File: config.mk
export PLATFORM = sky130hd
export DESIGN_NAME = epoch_to_calendar_time_unit_flat
export DESIGN_NICKNAME = d
export VERILOG_FILES = /design/src/hw/rtl/e2c_pkg.sv /design/src/hw/rtl/e2c_in_if.sv /design/src/hw/rtl/e2c_out_if.sv /design/src/hw/rtl/e2c_cfg_if.sv /design/src/hw/rtl/epoch_to_calendar_time_unit.sv /design/src/flat_wrapper.sv
export SDC_FILE = /design/constraint.sdc
export NUM_CORES = 1
export LEC_CHECK = 0
export ABC_AREA = 1
export BUFFER_PORTS_ARGS = -buffer_cell sky130_fd_sc_hd__buf_2
export CORE_MARGIN = 2
export CORE_UTILIZATION = 31
export CTS_CLUSTER_SIZE = 25
export DETAILED_ROUTE_END_ITERATION = 8
export GPL_ROUTABILITY_DRIVEN = 0
export PLACE_DENSITY = 0.54
export SLEW_MARGIN = 20
export SYNTH_ARGS = -nofsm -noshare
export SYNTH_HDL_FRONTEND = slang
export SYNTH_SLANG_ARGS = --single-unit
File: constraint.sdc
create_clock -name clk -period 4.05 [get_ports clk]
set_clock_uncertainty 0.2 [all_clocks]
set_input_delay 1.0125 -clock clk [delete_from_list [all_inputs] [get_ports clk]]
set_output_delay 1.0125 -clock clk [all_outputs]
set_load 0.05 [all_outputs]
File: src/hw/rtl/e2c_pkg.sv
// Types and constants for the epoch to calendar time converter.
// No dependencies; used by the top level.
package e2c_pkg;

    typedef enum logic [5:0] {
        S_IDLE  = 6'b000001,
        S_DIV   = 6'b000010,
        S_FIX   = 6'b000100,
        S_YEAR  = 6'b001000,
        S_MONTH = 6'b010000,
        S_DONE  = 6'b100000
    } state_t;

    typedef enum logic [3:0] {
        PH_DAY  = 4'b0001,
        PH_HOUR = 4'b0010,
        PH_MIN  = 4'b0100,
        PH_QUAD = 4'b1000
    } phase_t;

    localparam logic [16:0] SECS_PER_DAY  = 17'd86400;
    localparam logic [16:0] SECS_PER_HOUR = 17'd3600;
    localparam logic [16:0] SECS_PER_MIN  = 17'd60;
    localparam logic [16:0] DAYS_PER_QUAD = 17'd1461;
    localparam logic [16:0] DAYS_TO_2100_MAR = 17'd47541;
    localparam logic [16:0] DAYS_PER_YEAR = 17'd365;
    localparam logic [7:0]  BASE_YEAR_OFS = 8'd70;
    localparam logic [1:0]  LEAP_SLOT     = 2'd2;
    localparam logic [3:0]  MONTH_FEB     = 4'd1;
    localparam logic [3:0]  MONTH_DEC     = 4'd11;

    function automatic logic [4:0] days_in_month(input logic [3:0] m, input logic leap);
        logic [4:0] len;
        case (m)
            4'd0:    len = 5'd31;
            4'd1:    len = 5'd28;
            4'd2:    len = 5'd31;
            4'd3:    len = 5'd30;
            4'd4:    len = 5'd31;
            4'd5:    len = 5'd30;
            4'd6:    len = 5'd31;
            4'd7:    len = 5'd31;
            4'd8:    len = 5'd30;
            4'd9:    len = 5'd31;
            4'd10:   len = 5'd30;
            4'd11:   len = 5'd31;
            default: len = 5'd31;
        endcase
        if (leap && (m == MONTH_FEB))
        begin
            len = len + 5'd1;
        end
        return len;
    endfunction

endpackage

File: src/hw/rtl/e2c_in_if.sv
// Input channel: one epoch word per handshake.
// No dependencies.
interface e2c_in_if;
    logic        valid;
    logic        ready;
    logic [31:0] epoch_seconds;

    modport source (output valid, output epoch_seconds, input ready);
    modport sink   (input valid, input epoch_seconds, output ready);
endinterface

File: src/hw/rtl/e2c_out_if.sv
// Output channel: one calendar time word per handshake.
// No dependencies.
interface e2c_out_if;
    logic       valid;
    logic       ready;
    logic [7:0] years_since_1900;
    logic [3:0] month_number;
    logic [4:0] day_of_month;
    logic [4:0] hour_of_day;
    logic [5:0] minute_of_hour;
    logic [5:0] second_of_minute;

    modport source (output valid, output years_since_1900, output month_number,
                    output day_of_month, output hour_of_day, output minute_of_hour,
                    output second_of_minute, input ready);
    modport sink   (input valid, input years_since_1900, input month_number,
                    input day_of_month, input hour_of_day, input minute_of_hour,
                    input second_of_minute, output ready);
endinterface

File: src/hw/rtl/e2c_cfg_if.sv
// Configuration write channel: one time-zone offset word per handshake.
// No dependencies.
interface e2c_cfg_if;
    logic               valid;
    logic               ready;
    logic signed [16:0] utc_offset_seconds;

    modport source (output valid, output utc_offset_seconds, input ready);
    modport sink   (input valid, input utc_offset_seconds, output ready);
endinterface

File: src/hw/rtl/epoch_to_calendar_time_unit.sv
// Epoch seconds to Gregorian calendar time, with saturating time-zone offset.
// Depends on e2c_pkg, e2c_in_if, e2c_out_if, e2c_cfg_if.
// Sequencing: one shared 18-bit compare/subtract unit serves the steps from input accept to
// output valid: 33 restoring divide steps, 1 to 4 year steps, 1 to 12 month steps.
// A new epoch word is taken only in idle, after the last is loaded out; a held output word stalls the load of the next.
// Reset: asynchronous active low; clears the sequencer, output valid and the offset.
module epoch_to_calendar_time_unit (
    input  logic       clk,
    input  logic       rst_n,
    e2c_in_if.sink     epoch,
    e2c_out_if.source  cal,
    e2c_cfg_if.sink    cfg
);

    e2c_pkg::state_t    state_reg, state_next;
    e2c_pkg::phase_t    phase_reg, phase_next;
    logic [4:0]         cnt_reg, cnt_next;
    logic [16:0]        rem_reg, rem_next;
    logic [31:0]        num_reg, num_next;
    logic [15:0]        days_reg, days_next;
    logic [4:0]         hour_reg, hour_next;
    logic [5:0]         min_reg, min_next;
    logic [5:0]         sec_reg, sec_next;
    logic [1:0]         k_reg, k_next;
    logic [3:0]         mon_reg, mon_next;
    logic signed [16:0] offset_reg;
    logic               out_valid_reg, out_valid_next;
    logic               out_load;
    logic [7:0]         year_out_reg;
    logic [3:0]         mon_out_reg;
    logic [4:0]         day_out_reg;
    logic [4:0]         hour_out_reg;
    logic [5:0]         min_out_reg;
    logic [5:0]         sec_out_reg;

    logic [17:0]        unit_a;
    logic [16:0]        unit_b;
    logic [17:0]        unit_diff;
    logic               unit_borrow;
    logic               unit_ge;
    logic [17:0]        trial;
    logic [16:0]        divisor;
    logic signed [33:0] sum;
    logic [31:0]        sat;
    logic [15:0]        days_fixed;

    assign epoch.ready = (state_reg == e2c_pkg::S_IDLE);
    assign cfg.ready   = 1'b1;

    assign cal.valid            = out_valid_reg;
    assign cal.years_since_1900 = year_out_reg;
    assign cal.month_number     = mon_out_reg;
    assign cal.day_of_month     = day_out_reg;
    assign cal.hour_of_day      = hour_out_reg;
    assign cal.minute_of_hour   = min_out_reg;
    assign cal.second_of_minute = sec_out_reg;

    // saturate the local time to the unsigned 32-bit range
    always_comb
    begin
        sum = $signed({2'b00, epoch.epoch_seconds}) + 34'(offset_reg);
        if (sum[33])
        begin
            sat = '0;
        end
        else if (sum[32])
        begin
            sat = '1;
        end
        else
        begin
            sat = sum[31:0];
        end
    end

    always_comb
    begin
        case (phase_reg)
            e2c_pkg::PH_DAY:  divisor = e2c_pkg::SECS_PER_DAY;
            e2c_pkg::PH_HOUR: divisor = e2c_pkg::SECS_PER_HOUR;
            e2c_pkg::PH_MIN:  divisor = e2c_pkg::SECS_PER_MIN;
            e2c_pkg::PH_QUAD: divisor = e2c_pkg::DAYS_PER_QUAD;
            default:          divisor = e2c_pkg::SECS_PER_DAY;
        endcase
    end

    assign trial = {rem_reg, num_reg[31]};

    // shared compare/subtract unit
    always_comb
    begin
        case (state_reg)
            e2c_pkg::S_DIV:
            begin
                unit_a = trial;
                unit_b = divisor;
            end
            e2c_pkg::S_FIX:
            begin
                unit_a = {2'b00, days_reg};
                unit_b = e2c_pkg::DAYS_TO_2100_MAR;
            end
            e2c_pkg::S_YEAR:
            begin
                unit_a = {1'b0, rem_reg};
                unit_b = (k_reg == e2c_pkg::LEAP_SLOT) ? e2c_pkg::DAYS_PER_YEAR + 17'd1
                                                       : e2c_pkg::DAYS_PER_YEAR;
            end
            e2c_pkg::S_MONTH:
            begin
                unit_a = {1'b0, rem_reg};
                unit_b = {12'd0, e2c_pkg::days_in_month(mon_reg, k_reg == e2c_pkg::LEAP_SLOT)};
            end
            default:
            begin
                unit_a = '0;
                unit_b = '0;
            end
        endcase
        {unit_borrow, unit_diff} = {1'b0, unit_a} - {2'b00, unit_b};
        unit_ge = ~unit_borrow;
    end

    // skip the missing leap day of 2100 so a plain four-year cycle holds
    assign days_fixed = unit_ge ? days_reg + 16'd1 : days_reg;

    always_comb
    begin
        state_next = state_reg;
        phase_next = phase_reg;
        cnt_next   = cnt_reg;
        rem_next   = rem_reg;
        num_next   = num_reg;
        days_next  = days_reg;
        hour_next  = hour_reg;
        min_next   = min_reg;
        sec_next   = sec_reg;
        k_next     = k_reg;
        mon_next   = mon_reg;
        out_load   = 1'b0;

        case (state_reg)
            e2c_pkg::S_IDLE:
            begin
                if (epoch.valid)
                begin
                    rem_next   = {1'b0, sat[31:16]};
                    num_next   = {sat[15:0], 16'd0};
                    cnt_next   = 5'd15;
                    phase_next = e2c_pkg::PH_DAY;
                    state_next = e2c_pkg::S_DIV;
                end
            end
            e2c_pkg::S_DIV:
            begin
                rem_next = unit_ge ? unit_diff[16:0] : trial[16:0];
                num_next = {num_reg[30:0], unit_ge};
                cnt_next = cnt_reg - 5'd1;
                if (cnt_reg == 5'd0)
                begin
                    case (phase_reg)
                        e2c_pkg::PH_DAY:
                        begin
                            days_next  = num_next[15:0];
                            num_next   = {rem_next[4:0], 27'd0};
                            rem_next   = {5'd0, rem_next[16:5]};
                            cnt_next   = 5'd4;
                            phase_next = e2c_pkg::PH_HOUR;
                        end
                        e2c_pkg::PH_HOUR:
                        begin
                            hour_next  = num_next[4:0];
                            num_next   = {rem_next[5:0], 26'd0};
                            rem_next   = {11'd0, rem_next[11:6]};
                            cnt_next   = 5'd5;
                            phase_next = e2c_pkg::PH_MIN;
                        end
                        e2c_pkg::PH_MIN:
                        begin
                            min_next   = num_next[5:0];
                            sec_next   = rem_next[5:0];
                            state_next = e2c_pkg::S_FIX;
                        end
                        e2c_pkg::PH_QUAD:
                        begin
                            k_next     = 2'd0;
                            state_next = e2c_pkg::S_YEAR;
                        end
                        default:
                        begin
                            state_next = e2c_pkg::S_IDLE;
                        end
                    endcase
                end
            end
            e2c_pkg::S_FIX:
            begin
                rem_next   = {7'd0, days_fixed[15:6]};
                num_next   = {days_fixed[5:0], 26'd0};
                cnt_next   = 5'd5;
                phase_next = e2c_pkg::PH_QUAD;
                state_next = e2c_pkg::S_DIV;
            end
            e2c_pkg::S_YEAR:
            begin
                if (unit_ge)
                begin
                    rem_next = unit_diff[16:0];
                    k_next   = k_reg + 2'd1;
                end
                else
                begin
                    mon_next   = 4'd0;
                    state_next = e2c_pkg::S_MONTH;
                end
            end
            e2c_pkg::S_MONTH:
            begin
                if (unit_ge && (mon_reg != e2c_pkg::MONTH_DEC))
                begin
                    rem_next = unit_diff[16:0];
                    mon_next = mon_reg + 4'd1;
                end
                else
                begin
                    state_next = e2c_pkg::S_DONE;
                end
            end
            e2c_pkg::S_DONE:
            begin
                if (!out_valid_reg || cal.ready)
                begin
                    out_load   = 1'b1;
                    state_next = e2c_pkg::S_IDLE;
                end
            end
            default:
            begin
                state_next = e2c_pkg::S_IDLE;
            end
        endcase
    end

    assign out_valid_next = (out_valid_reg & ~cal.ready) | out_load;

    always_ff @(posedge clk or negedge rst_n)
    begin
        if (!rst_n)
        begin
            state_reg     <= e2c_pkg::S_IDLE;
            phase_reg     <= e2c_pkg::PH_DAY;
            cnt_reg       <= '0;
            out_valid_reg <= 1'b0;
            offset_reg    <= '0;
        end
        else
        begin
            state_reg     <= state_next;
            phase_reg     <= phase_next;
            cnt_reg       <= cnt_next;
            out_valid_reg <= out_valid_next;
            if (cfg.valid)
            begin
                offset_reg <= cfg.utc_offset_seconds;
            end
        end
    end

    always_ff @(posedge clk)
    begin
        rem_reg  <= rem_next;
        num_reg  <= num_next;
        days_reg <= days_next;
        hour_reg <= hour_next;
        min_reg  <= min_next;
        sec_reg  <= sec_next;
        k_reg    <= k_next;
        mon_reg  <= mon_next;
        if (out_load)
        begin
            year_out_reg <= e2c_pkg::BASE_YEAR_OFS + {num_reg[5:0], 2'b00} + {6'd0, k_reg};
            mon_out_reg  <= mon_reg + 4'd1;
            day_out_reg  <= rem_reg[4:0] + 5'd1;
            hour_out_reg <= hour_reg;
            min_out_reg  <= min_reg;
            sec_out_reg  <= sec_reg;
        end
    end

endmodule

File: src/flat_wrapper.sv
// flat-port wrapper written by rule: the top's interface ports become plain ports
module epoch_to_calendar_time_unit_flat 
  (clk, rst_n, epoch_valid, epoch_epoch_seconds, epoch_ready, cal_valid, cal_years_since_1900, cal_month_number, cal_day_of_month, cal_hour_of_day, cal_minute_of_hour, cal_second_of_minute, cal_ready, cfg_valid, cfg_utc_offset_seconds, cfg_ready);
  e2c_in_if epoch_i ();
  e2c_out_if cal_i ();
  e2c_cfg_if cfg_i ();
  input  logic clk;
  input  logic rst_n;
  input wire logic [$bits(epoch_i.valid)-1:0] epoch_valid;
  input wire logic [$bits(epoch_i.epoch_seconds)-1:0] epoch_epoch_seconds;
  output wire logic [$bits(epoch_i.ready)-1:0] epoch_ready;
  output wire logic [$bits(cal_i.valid)-1:0] cal_valid;
  output wire logic [$bits(cal_i.years_since_1900)-1:0] cal_years_since_1900;
  output wire logic [$bits(cal_i.month_number)-1:0] cal_month_number;
  output wire logic [$bits(cal_i.day_of_month)-1:0] cal_day_of_month;
  output wire logic [$bits(cal_i.hour_of_day)-1:0] cal_hour_of_day;
  output wire logic [$bits(cal_i.minute_of_hour)-1:0] cal_minute_of_hour;
  output wire logic [$bits(cal_i.second_of_minute)-1:0] cal_second_of_minute;
  input wire logic [$bits(cal_i.ready)-1:0] cal_ready;
  input wire logic [$bits(cfg_i.valid)-1:0] cfg_valid;
  input wire logic [$bits(cfg_i.utc_offset_seconds)-1:0] cfg_utc_offset_seconds;
  output wire logic [$bits(cfg_i.ready)-1:0] cfg_ready;
  assign epoch_i.valid = epoch_valid;
  assign epoch_i.epoch_seconds = epoch_epoch_seconds;
  assign epoch_ready = epoch_i.ready;
  assign cal_valid = cal_i.valid;
  assign cal_years_since_1900 = cal_i.years_since_1900;
  assign cal_month_number = cal_i.month_number;
  assign cal_day_of_month = cal_i.day_of_month;
  assign cal_hour_of_day = cal_i.hour_of_day;
  assign cal_minute_of_hour = cal_i.minute_of_hour;
  assign cal_second_of_minute = cal_i.second_of_minute;
  assign cal_i.ready = cal_ready;
  assign cfg_i.valid = cfg_valid;
  assign cfg_i.utc_offset_seconds = cfg_utc_offset_seconds;
  assign cfg_ready = cfg_i.ready;
  epoch_to_calendar_time_unit u_core (.clk(clk), .rst_n(rst_n), .epoch(epoch_i), .cal(cal_i), .cfg(cfg_i));
endmodule
After elaboration in Yosys (flattened, before gate mapping)
Memories as Yosys holds them, arrays and structs flattened. A register that Yosys moved wholly into a read port is not among the register bits.
Cells that the tools add are included.

storage, ports and cells
  memories = 1
  memory bits (read-only) = 32
  register bits = 155
  logic and storage cells = 122
  output and inout bits = 37
  input port bits = 54

operators by class
  reduce and logical (&&, ||, !) cells = 20
  bitwise operators = 4
  eq/ne operators = 23
  add/subtract/negate cells = 10
  mux-type cells = 45

memories
  memory            words  bits a word  read ports  clocked after Yosys merged registers in  wr ports  RTL line       text
  (name not given)  16     2            1           1                                        0         e2c_pkg.sv:34  case (m)

operators with widths
  kind                                           number
  two-way mux 32 bit                             4
  case mux 32 bit (3 select lines)               1
  two-way mux 17 bit                             5
  case mux 17 bit (5 select lines)               1
  case mux 17 bit (4 select lines)               1
  case mux 32 bit (2 select lines)               1
  case mux 18 bit (3 select lines)               1
  case mux 17 bit (3 select lines)               1
  case mux 6 bit (6 select lines)                1
  adder 33 x 17 -> 34 bit                        1
  case mux 17 bit (2 select lines)               1
  two-way mux 6 bit                              5
  two-way mux 4 bit                              5
  two-way mux 5 bit                              4
  subtractor 18 x 17 -> 19 bit                   1
  case mux 6 bit (3 select lines)                1
  adder 16 x 1 -> 16 bit, second input constant  1
  two-way mux 16 bit                             1
  case mux 4 bit (2 select lines)                2
  case mux 5 bit (3 select lines)                1
  case mux 4 bit (3 select lines)                1
  AND reduction 3 bit                            4
  AND reduction 4 bit                            3
  adder 5 x 1 -> 5 bit, second input constant    2
  other kinds (37)                               53

Longest topological paths before layout
Gate-level depths: netlist of the first run.

  word-level depth = 11
  depth in mapped cells = 28
  gate-level depth less buffers = 27

Worst setup path after synthesis of the first run
OpenSTA, ideal clock, no wires.

  kind = register to register
  start point = register u_core.state_reg[5]
  end point = register u_core.rem_reg[0] (enable)
  arrival = 3860 ps
  stages on the path, launching flop included = 20
  slack = -407 ps
  setup time = 397 ps
  clock period less this slack = 4457 ps
  path buffers = 2
  required time = 3453 ps
  cells stage by stage = dfrtp_1 nor2_4 inv_2 nor4_4 inv_2 nand2_2 buf_4 buf_4 a21oi_1 ha_1 fa_1 inv_1 nand3_1 nand3_2 nand2_2 nand2_8 nand3_4 nand2_1 nor2_2 a21oi_1

on the way
  longest elaborated chain between the ends = 8
  elaborated cells on any way between the ends = 16
  those cells by class = add/sub (1); eq/ne (8); mux (2); bitwise (1); reduce/logical (4)

RTL lines
  what                                                              RTL line                                                               text
  start: declaration                                                epoch_to_calendar_time_unit.sv:15                                      e2c_pkg::state_t state_reg, state_next;
  start signal: assignment                                          epoch_to_calendar_time_unit.sv:250                                     state_reg <= e2c_pkg::S_IDLE;
  start signal: assignment                                          epoch_to_calendar_time_unit.sv:258                                     state_reg <= state_next;
  == test 6 x 4 -> 1 bit or == test 6 x 5 -> 1 bit (tied branches)  epoch_to_calendar_time_unit.sv:92, epoch_to_calendar_time_unit.sv:142
  OR reduction 2 bit (no line)                                      n/a
  case mux 18 bit (3 select lines)                                  epoch_to_calendar_time_unit.sv:92                                      case (state_reg)
  subtractor 18 x 17 -> 19 bit                                      epoch_to_calendar_time_unit.sv:120                                     {unit_borrow, unit_diff} = {1'b0, unit_a} - {2'b00, unit_b};
  inverter 1 bit                                                    epoch_to_calendar_time_unit.sv:121                                     unit_ge = ~unit_borrow;
  logical AND 1 bit                                                 epoch_to_calendar_time_unit.sv:219                                     if (unit_ge && (mon_reg != e2c_pkg::MONTH_DEC))
  != test 2 x 1 -> 1 bit (no line)                                  n/a
  AND reduction 4 bit (no line) *                                   n/a
  end signal: assignment                                            epoch_to_calendar_time_unit.sv:271                                     rem_reg <= rem_next;
  end: declaration                                                  epoch_to_calendar_time_unit.sv:18                                      logic [16:0] rem_reg, rem_next;

Mark *: on every way between the ends. The rest lies on a longest branch, timed or not.
A chain may end at the register's enable or synchronous reset.

Worst setup path in the final report of the first run
  start point = register u_core.state_reg[5]
  end point = register u_core.num_reg[31] (data pin)

on the way
  longest elaborated chain between the ends = 8
  elaborated cells on any way between the ends = 14
  those cells by class = add/sub (1); eq/ne (5); mux (7); reduce/logical (1)

RTL lines
  what                                                              RTL line                            text
  == test 6 x 4 -> 1 bit or == test 6 x 5 -> 1 bit (tied branches)  epoch_to_calendar_time_unit.sv:92
  OR reduction 2 bit (no line)                                      n/a
  case mux 18 bit (3 select lines)                                  epoch_to_calendar_time_unit.sv:92
  subtractor 18 x 17 -> 19 bit                                      epoch_to_calendar_time_unit.sv:120
  two-way mux 17 bit                                                epoch_to_calendar_time_unit.sv:156  rem_next = unit_ge ? unit_diff[16:0] : trial[16:0];
  case mux 32 bit (2 select lines)                                  epoch_to_calendar_time_unit.sv:161  case (phase_reg)
  two-way mux 32 bit                                                epoch_to_calendar_time_unit.sv:159  if (cnt_reg == 5'd0)
  case mux 32 bit (3 select lines) *                                epoch_to_calendar_time_unit.sv:142  case (state_reg)
  named net u_core.num_next[31]                                     epoch_to_calendar_time_unit.sv:19   logic [31:0] num_reg, num_next;
  end signal: assignment                                            epoch_to_calendar_time_unit.sv:272  num_reg <= num_next;
  end: declaration                                                  epoch_to_calendar_time_unit.sv:19

Mark *: on every way through the listed nets, which the timed path passes. The rest lies on a longest branch.

==> metrics, run 1 <==
sequential share of power 26.5%; Yosys reg bits 157; register area 4530 um2; final setup vio count 0; Synth Net Count 1,650; crit end category register; Worst Path Arrival 3800 ps; Crit path max-delay family simple AND/OR/NAND/NOR gates; actual slew at the worst max-slew pin 910 ps; distinct cell type count after synthesis 55; period utilisation layout 94.0%; vias 10,700; Critical Path RT 4040 ps; pre-CTS WS 145 ps; Main synth FF type edfxtp_1; routed vias/inst 4.98; fin cells 2,143; clock-pin slew on the worst setup and hold paths 70 ps; Ys Warns 0; final hold violation count 0; Final nets 1,776; mean post-synth cell area 7.47 um2; worst r2r path cells 18; max_cap viols 0; highest clock rate 0.263 GHz; Max VDD drop 0.400 mV; max reg flops 32; Final Slew Violations 0; Starting Density 31.4%; # diodes 0; hold path depth 0; layout cell share with drive strength beyond 1 15.0%; area of the multi-input gates 5960 um2; Setup CP Type reg2reg; final setup margin 243 ps; fraction of registers with async set/reset 21.0%; WL per Instance 16.2 um; combinational fraction of design power 56.2%; core area 36,500 um2; chip height 196 um; synthesized netlist cell count 1,536; relative slew slack 39.4%; Net Sw Power 4.83 mW; clk sinks 157; fillers 3,855; P_int 5.14 mW; HP Class reg2reg; crit path max-delay cell type dfrtp_1; status finished clean; Clk pwr share 17.3%; first-pass GRT wire length 55,100 um; Worst path max stage delay 450 ps; largest net degree at the start of global routing 36; Sw Share 48.4%; CTS max path bufs 2; register area share after synthesis 39.5%; EDFF count, synth 122; final wirelength 34,800 um; antenna violations before repair 1; Mapped Area 11,500 um2; WP depth 18; die width 196 um; Final min period 3810 ps; io pins 91; gr ovfl total 0; TritonCTS clock tree done; vias in the first global route 10,400; cts hold-fix bufs 0; Total Neg Setup Slack 0 ps; FP Rows 70; leakage 6.31 nW; dpl cells 2,107; PD cells 742 nW/um2; DRT iter0 DRCs 901; H-tree depth 4; DRC Markers 0; CP Launch Type register; first-pass detailed-route iteration total 5; post-route ant nets 0; hpwl dp 27,600 um; CP Cell Sequence nor2_4 -> nand3_4 -> buf_4 -> nor2_4 -> inv_1 -> ha_1 -> nand2_1 -> nor2_2 -> nand3_1 -> nand3_2 -> a21oi_2 -> buf_12 -> nand2_1 -> nand2_1 -> nand2_1 -> nand3_1 -> nor2_1 -> nand2_1; Clk Latency, worst-skew pair 440 ps; Total GRT Usage 18.2%; most used cell, CP nand2_1; IO buf count 89; die area 38,600 um2; Bufs and invs on worst path 3; number of CTS-inserted buffers 17; crit path max fanout 20; P&R area growth vs syn 17.0%; Root Buffer clkbuf_16
[cells in the final DEF, fill, tap and decap left out, types with 4 or more instances in the layout]
master	instances
a21oi_1	57
a21oi_2	4
buf_12	5
buf_2	89
buf_4	40
clkbuf_16	17
dfrtp_1	31
edfxtp_1	122
ha_1	55
inv_1	226
inv_2	8
inv_6	5
mux2_2	15
nand2_1	420
nand2_2	8
nand2_4	4
nand3_1	136
nand3b_1	5
nand4_1	23
nor2_1	158
nor2_2	14
nor3_1	25
o21ai_0	63
o21ai_1	19
o21bai_1	10
o221ai_1	13
o22ai_1	4
or2_2	7
xnor2_1	15
xor2_1	21
[area by class of cell]
cell class	instances	area share, %
Timing Repair Buffer	134	6.30
Sequential cell	157	33.7
Clock inverter	15	1.46
Tap cell	468	4.36
Multi-Input combinational cell	1117	44.4
Inverter	235	6.59
Clock buffer	17	3.17
[routing by layer]
| layer | share of wire, % | up-vias | track usage [%] | routed length [um] |
|---|---|---|---|---|
| met5 | 0.037 | - | 0 | 13 |
| met4 | 2.9 | 2 | 6.68 | 993 |
| met3 | 6.4 | 69 | 3.80 | 2230 |
| met2 | 45 | 383 | 30.0 | 15800 |
| met1 | 45 | 4925 | 23.6 | 15800 |
| li1 | - | 5297 | - | - |
[final timing paths]
| check | from | to | slack [ps] |
|---|---|---|---|
| max | u_core.state_reg[5] | u_core.num_reg[31] | 240 |
| min | u_core.sec_reg[2] | u_core.cal.second_of_minute[2] | 220 |
| max reg2reg | u_core.state_reg[5] | u_core.num_reg[31] | 240 |
| min reg2reg | u_core.sec_reg[2] | u_core.cal.second_of_minute[2] | 220 |
| max in group asynchronous | rst_n | u_core.offset_reg[0] | 2570 |
| min in group asynchronous | rst_n | u_core.cal.valid | 480 |
[Yosys cell counts, types with 3 or more instances]
| cell | count | share of area, % |
|---|---|---|
| nor2_2 | 10 | 0.55 |
| clkbuf_1 | 8 | 0.26 |
| o21ai_0 | 64 | 2.8 |
| mux2_2 | 15 | 1.5 |
| nor3_1 | 25 | 1.1 |
| a21oi_1 | 60 | 2.6 |
| o22ai_1 | 4 | 0.22 |
| o21ai_2 | 3 | 0.23 |
| ha_1 | 58 | 6.3 |
| inv_1 | 226 | 7.4 |
| xnor2_1 | 15 | 1.1 |
| nand3b_1 | 5 | 0.33 |
| xor2_1 | 21 | 1.6 |
| buf_4 | 7 | 0.46 |
| buf_2 | 5 | 0.22 |
| nand3_1 | 137 | 6.0 |
| a211oi_2 | 3 | 0.33 |
| nand2_1 | 422 | 14 |
| edfxtp_1 | 122 | 32 |
| inv_2 | 8 | 0.26 |
| nand2_2 | 8 | 0.44 |
| o21bai_1 | 10 | 0.65 |
| o21a_1 | 3 | 0.20 |
| o221ai_1 | 13 | 0.99 |
| buf_6 | 4 | 0.39 |
| or2_2 | 7 | 0.38 |
| o21ai_1 | 18 | 0.79 |
| nand4_1 | 23 | 1.3 |
| dfrtp_1 | 31 | 6.8 |
| nor2_1 | 164 | 5.4 |
[per-stage QoR]
stage / power (mW) / instance area (um2) / util [%] / hold slack (ps)
after CTS: 9.71 / 13300 / 36.5 / 221
after detailed placement: 7.96 / 12700 / 34.8 / 205
final: 9.97 / 13400 / 36.8 / 220
after floorplan: 6.38 / 11500 / - / 200
after global routing: 10.7 / 13400 / 36.8 / 233
after global placement: 7.94 / 12700 / 34.8 / 201
[kinds of logic (layout without fill, tap and decap cells)]
| kind of cell | after synthesis | count (layout) | share of synthesized area [%] |
|---|---|---|---|
| DFF | 157 | 157 | 39.5 |
| and+or+nand+nor | 814 | 815 | 30.6 |
| adders and majority gates | 60 | 60 | 6.67 |
| AOI/OAI and AO/OA | 190 | 190 | 9.60 |
| buffers and inverters | 263 | 401 | 9.37 |
| muxes | 15 | 15 | 1.47 |
| other | 1 | 1 | 0.0327 |
| xor gates and xnor gates | 36 | 36 | 2.75 |
[what timing repair did]
action / 4_1_cts / 5_1_grt
setup endpoints to repair: 0 / 45
buffers inserted: 0 / 3
resized for setup: 0 / 18
hold endpoints to repair: 0 / 0
[power by group through the flow]
| stage | Clock [mW] | Combinational, mW | Sequential (mW) |
|---|---|---|---|
| 2_1_floorplan | 0 | 3.63 | 2.75 |
| 3_3_place_gp | 0 | 5.28 | 2.67 |
| 3_5_place_dp | 0 | 5.29 | 2.67 |
| 4_1_cts | 1.76 | 5.31 | 2.64 |
| 5_1_grt | 1.84 | 6.17 | 2.69 |
| 6_report | 1.73 | 5.60 | 2.65 |
Power figures use the tool's default switching activity.
==> inputs of run 2 (changes only) <==
--- a/config.mk
+++ b/config.mk
@@ -12,7 +12,7 @@
 export CTS_CLUSTER_SIZE = 25
 export DETAILED_ROUTE_END_ITERATION = 8
 export GPL_ROUTABILITY_DRIVEN = 0
-export PLACE_DENSITY = 0.54
+export PLACE_DENSITY_LB_ADDON = 0.3
 export SLEW_MARGIN = 20
 export SYNTH_ARGS = -nofsm -noshare
 export SYNTH_HDL_FRONTEND = slang
==> metrics, run 2 (synthesis results as in run 1) <==
status finished clean; Root Buffer clkbuf_16; Hold Slack 225 ps; Total Neg Setup Slack 0 ps; first-pass GRT wire length 53,400 um; Clk Latency, worst-skew pair 450 ps; chip height 196 um; most frequent cells in the layout nand2_1, inv_1, nor2_1, nand3_1, edfxtp_1; largest net degree at the start of global routing 44; leakage 6.31 nW; final wirelength 33,900 um; vias in the first global route 10,100; period utilisation layout 93.8%; dpl cells 2,113; final setup vio count 0; Critical Path RT 4050 ps; die area 38,600 um2; layout cell share with drive strength beyond 1 15.0%; cts hold-fix bufs 0; TritonCTS clock tree done; leading cell type in the layout, fill and taps excluded nand2_1; io pins 91; Final nets 1,782; Final min period 3800 ps; vias 10,600; number of CTS-inserted buffers 17; WL per Instance 15.8 um; DRC Markers 0; actual slew at the worst max-slew pin 905 ps; # diodes 0; P&R area growth vs syn 17.1%; max reg flops 32; first-pass detailed-route iteration total 5; gr ovfl total 0; Total Power 9.66 mW; DRT iter0 DRCs 728; final hold violation count 0; CP Launch Type register; antenna violations before repair 0; relative slew slack 39.7%; Worst Path Arrival 3800 ps; H-tree depth 4; clk sinks 157; Total GRT Usage 17.7%; Max VDD drop 0.478 mV; routed vias/inst 4.93; clock-pin slew on the worst setup and hold paths 70 ps; Starting Density 31.4%; HP Class reg2reg; post-route ant nets 0; crit end category register; CTS max path bufs 2; core area 36,500 um2; worst reg2reg setup slack 250 ps; RSZ-0062 raised after global routing false; IO buf count 89; fin cells 2,149; FP Rows 70; Final Slew Violations 0; crit path max fanout 43; Setup CP Type reg2reg; max_cap viols 0; highest clock rate 0.263 GHz; PD cells 719 nW/um2; hpwl dp 27,200 um; die width 196 um; fillers 3,832
## run 2: changes by cell type in the layout (fill, tap and decap cells not counted), moves of 2 or more
cell | before | now
ha_1 | 55 | 58
clkinv_8 | 3 | 5
a21oi_2 | 4 | 2
clkinvlp_4 | 0 | 3
bufinv_16 | 2 | 0
ha_2 | 2 | 0
nand3_2 | 2 | 0
buf_12 | 5 | 3
buf_4 | 40 | 48
clkinv_2 | 2 | 0
nor2_1 | 158 | 160
inv_6 | 5 | 3
## run 2: final timing paths
kind,from,endpoint,depth (start not counted)
min in group asynchronous,rst_n,u_core.state_reg[2],1
max in group asynchronous,rst_n,u_core.offset_reg[12],1
max,u_core.state_reg[5],u_core.num_reg[27],21
max reg2reg,u_core.state_reg[5],u_core.num_reg[27],21
min,u_core.hour_reg[3],u_core.cal.hour_of_day[3],0
min reg2reg,u_core.hour_reg[3],u_core.cal.hour_of_day[3],0
## run 2: critical path: stages (launching register included)
cell and delay, ps:
dfrtp_1 440, nor2_4 210, inv_2 60, nor4_4 260, inv_2 90, nand2_4 150
inv_2 110, o221ai_1 200, ha_1 300, nand2_1 150, inv_2 50, a21oi_2 210
nand3_4 140, nand2_4 130, nand2_8 70, buf_16 180, nand2_1 100, o21ai_2 100
nand2_1 70, o21ai_1 130, nor2_1 120, nand2_1 60
## run 2: routing by layer
metal,routed length (um),track usage [%]
met1,15400,23.5
met2,15600,29.3
met3,2010,3.29
met4,918,5.61
met5,0,0
## run 2: what timing repair did
item | 4_1_cts | 5_1_grt
endpoints found under the setup margin | 0 | 42
buffers inserted | 0 | 4
resized for setup | 0 | 14
## run 2: through the flow
step / instance area (um2) / setup slack, ps / util (%)
2_1_floorplan: 11500 / 115 / -
3_3_place_gp: 12700 / 159 / 34.8
6_report: 13400 / 252 / 36.8
4_1_cts: 13300 / 67.2 / 36.5
5_1_grt: 13400 / 16.1 / 36.8
3_5_place_dp: 12700 / 97.9 / 34.8
## run 2: area by class of cell
type	count	area [um2]	area share, %
clock buffers	17	425	3.17
clock inverters	15	173	1.29
inverters	235	885	6.58
multi-input cells	1116	5940	44.2
flip-flops and latches	157	4530	33.7
well taps	468	586	4.36
repair buffers	141	893	6.65
## run 2: power breakdown
| group | internal [mW] | switching [mW] | leakage (nW) |
|---|---|---|---|
| sequential | 2.40 | 0.246 | 1.54 |
| clock | 0.828 | 0.799 | 0.280 |
| combinational | 1.70 | 3.68 | 4.49 |
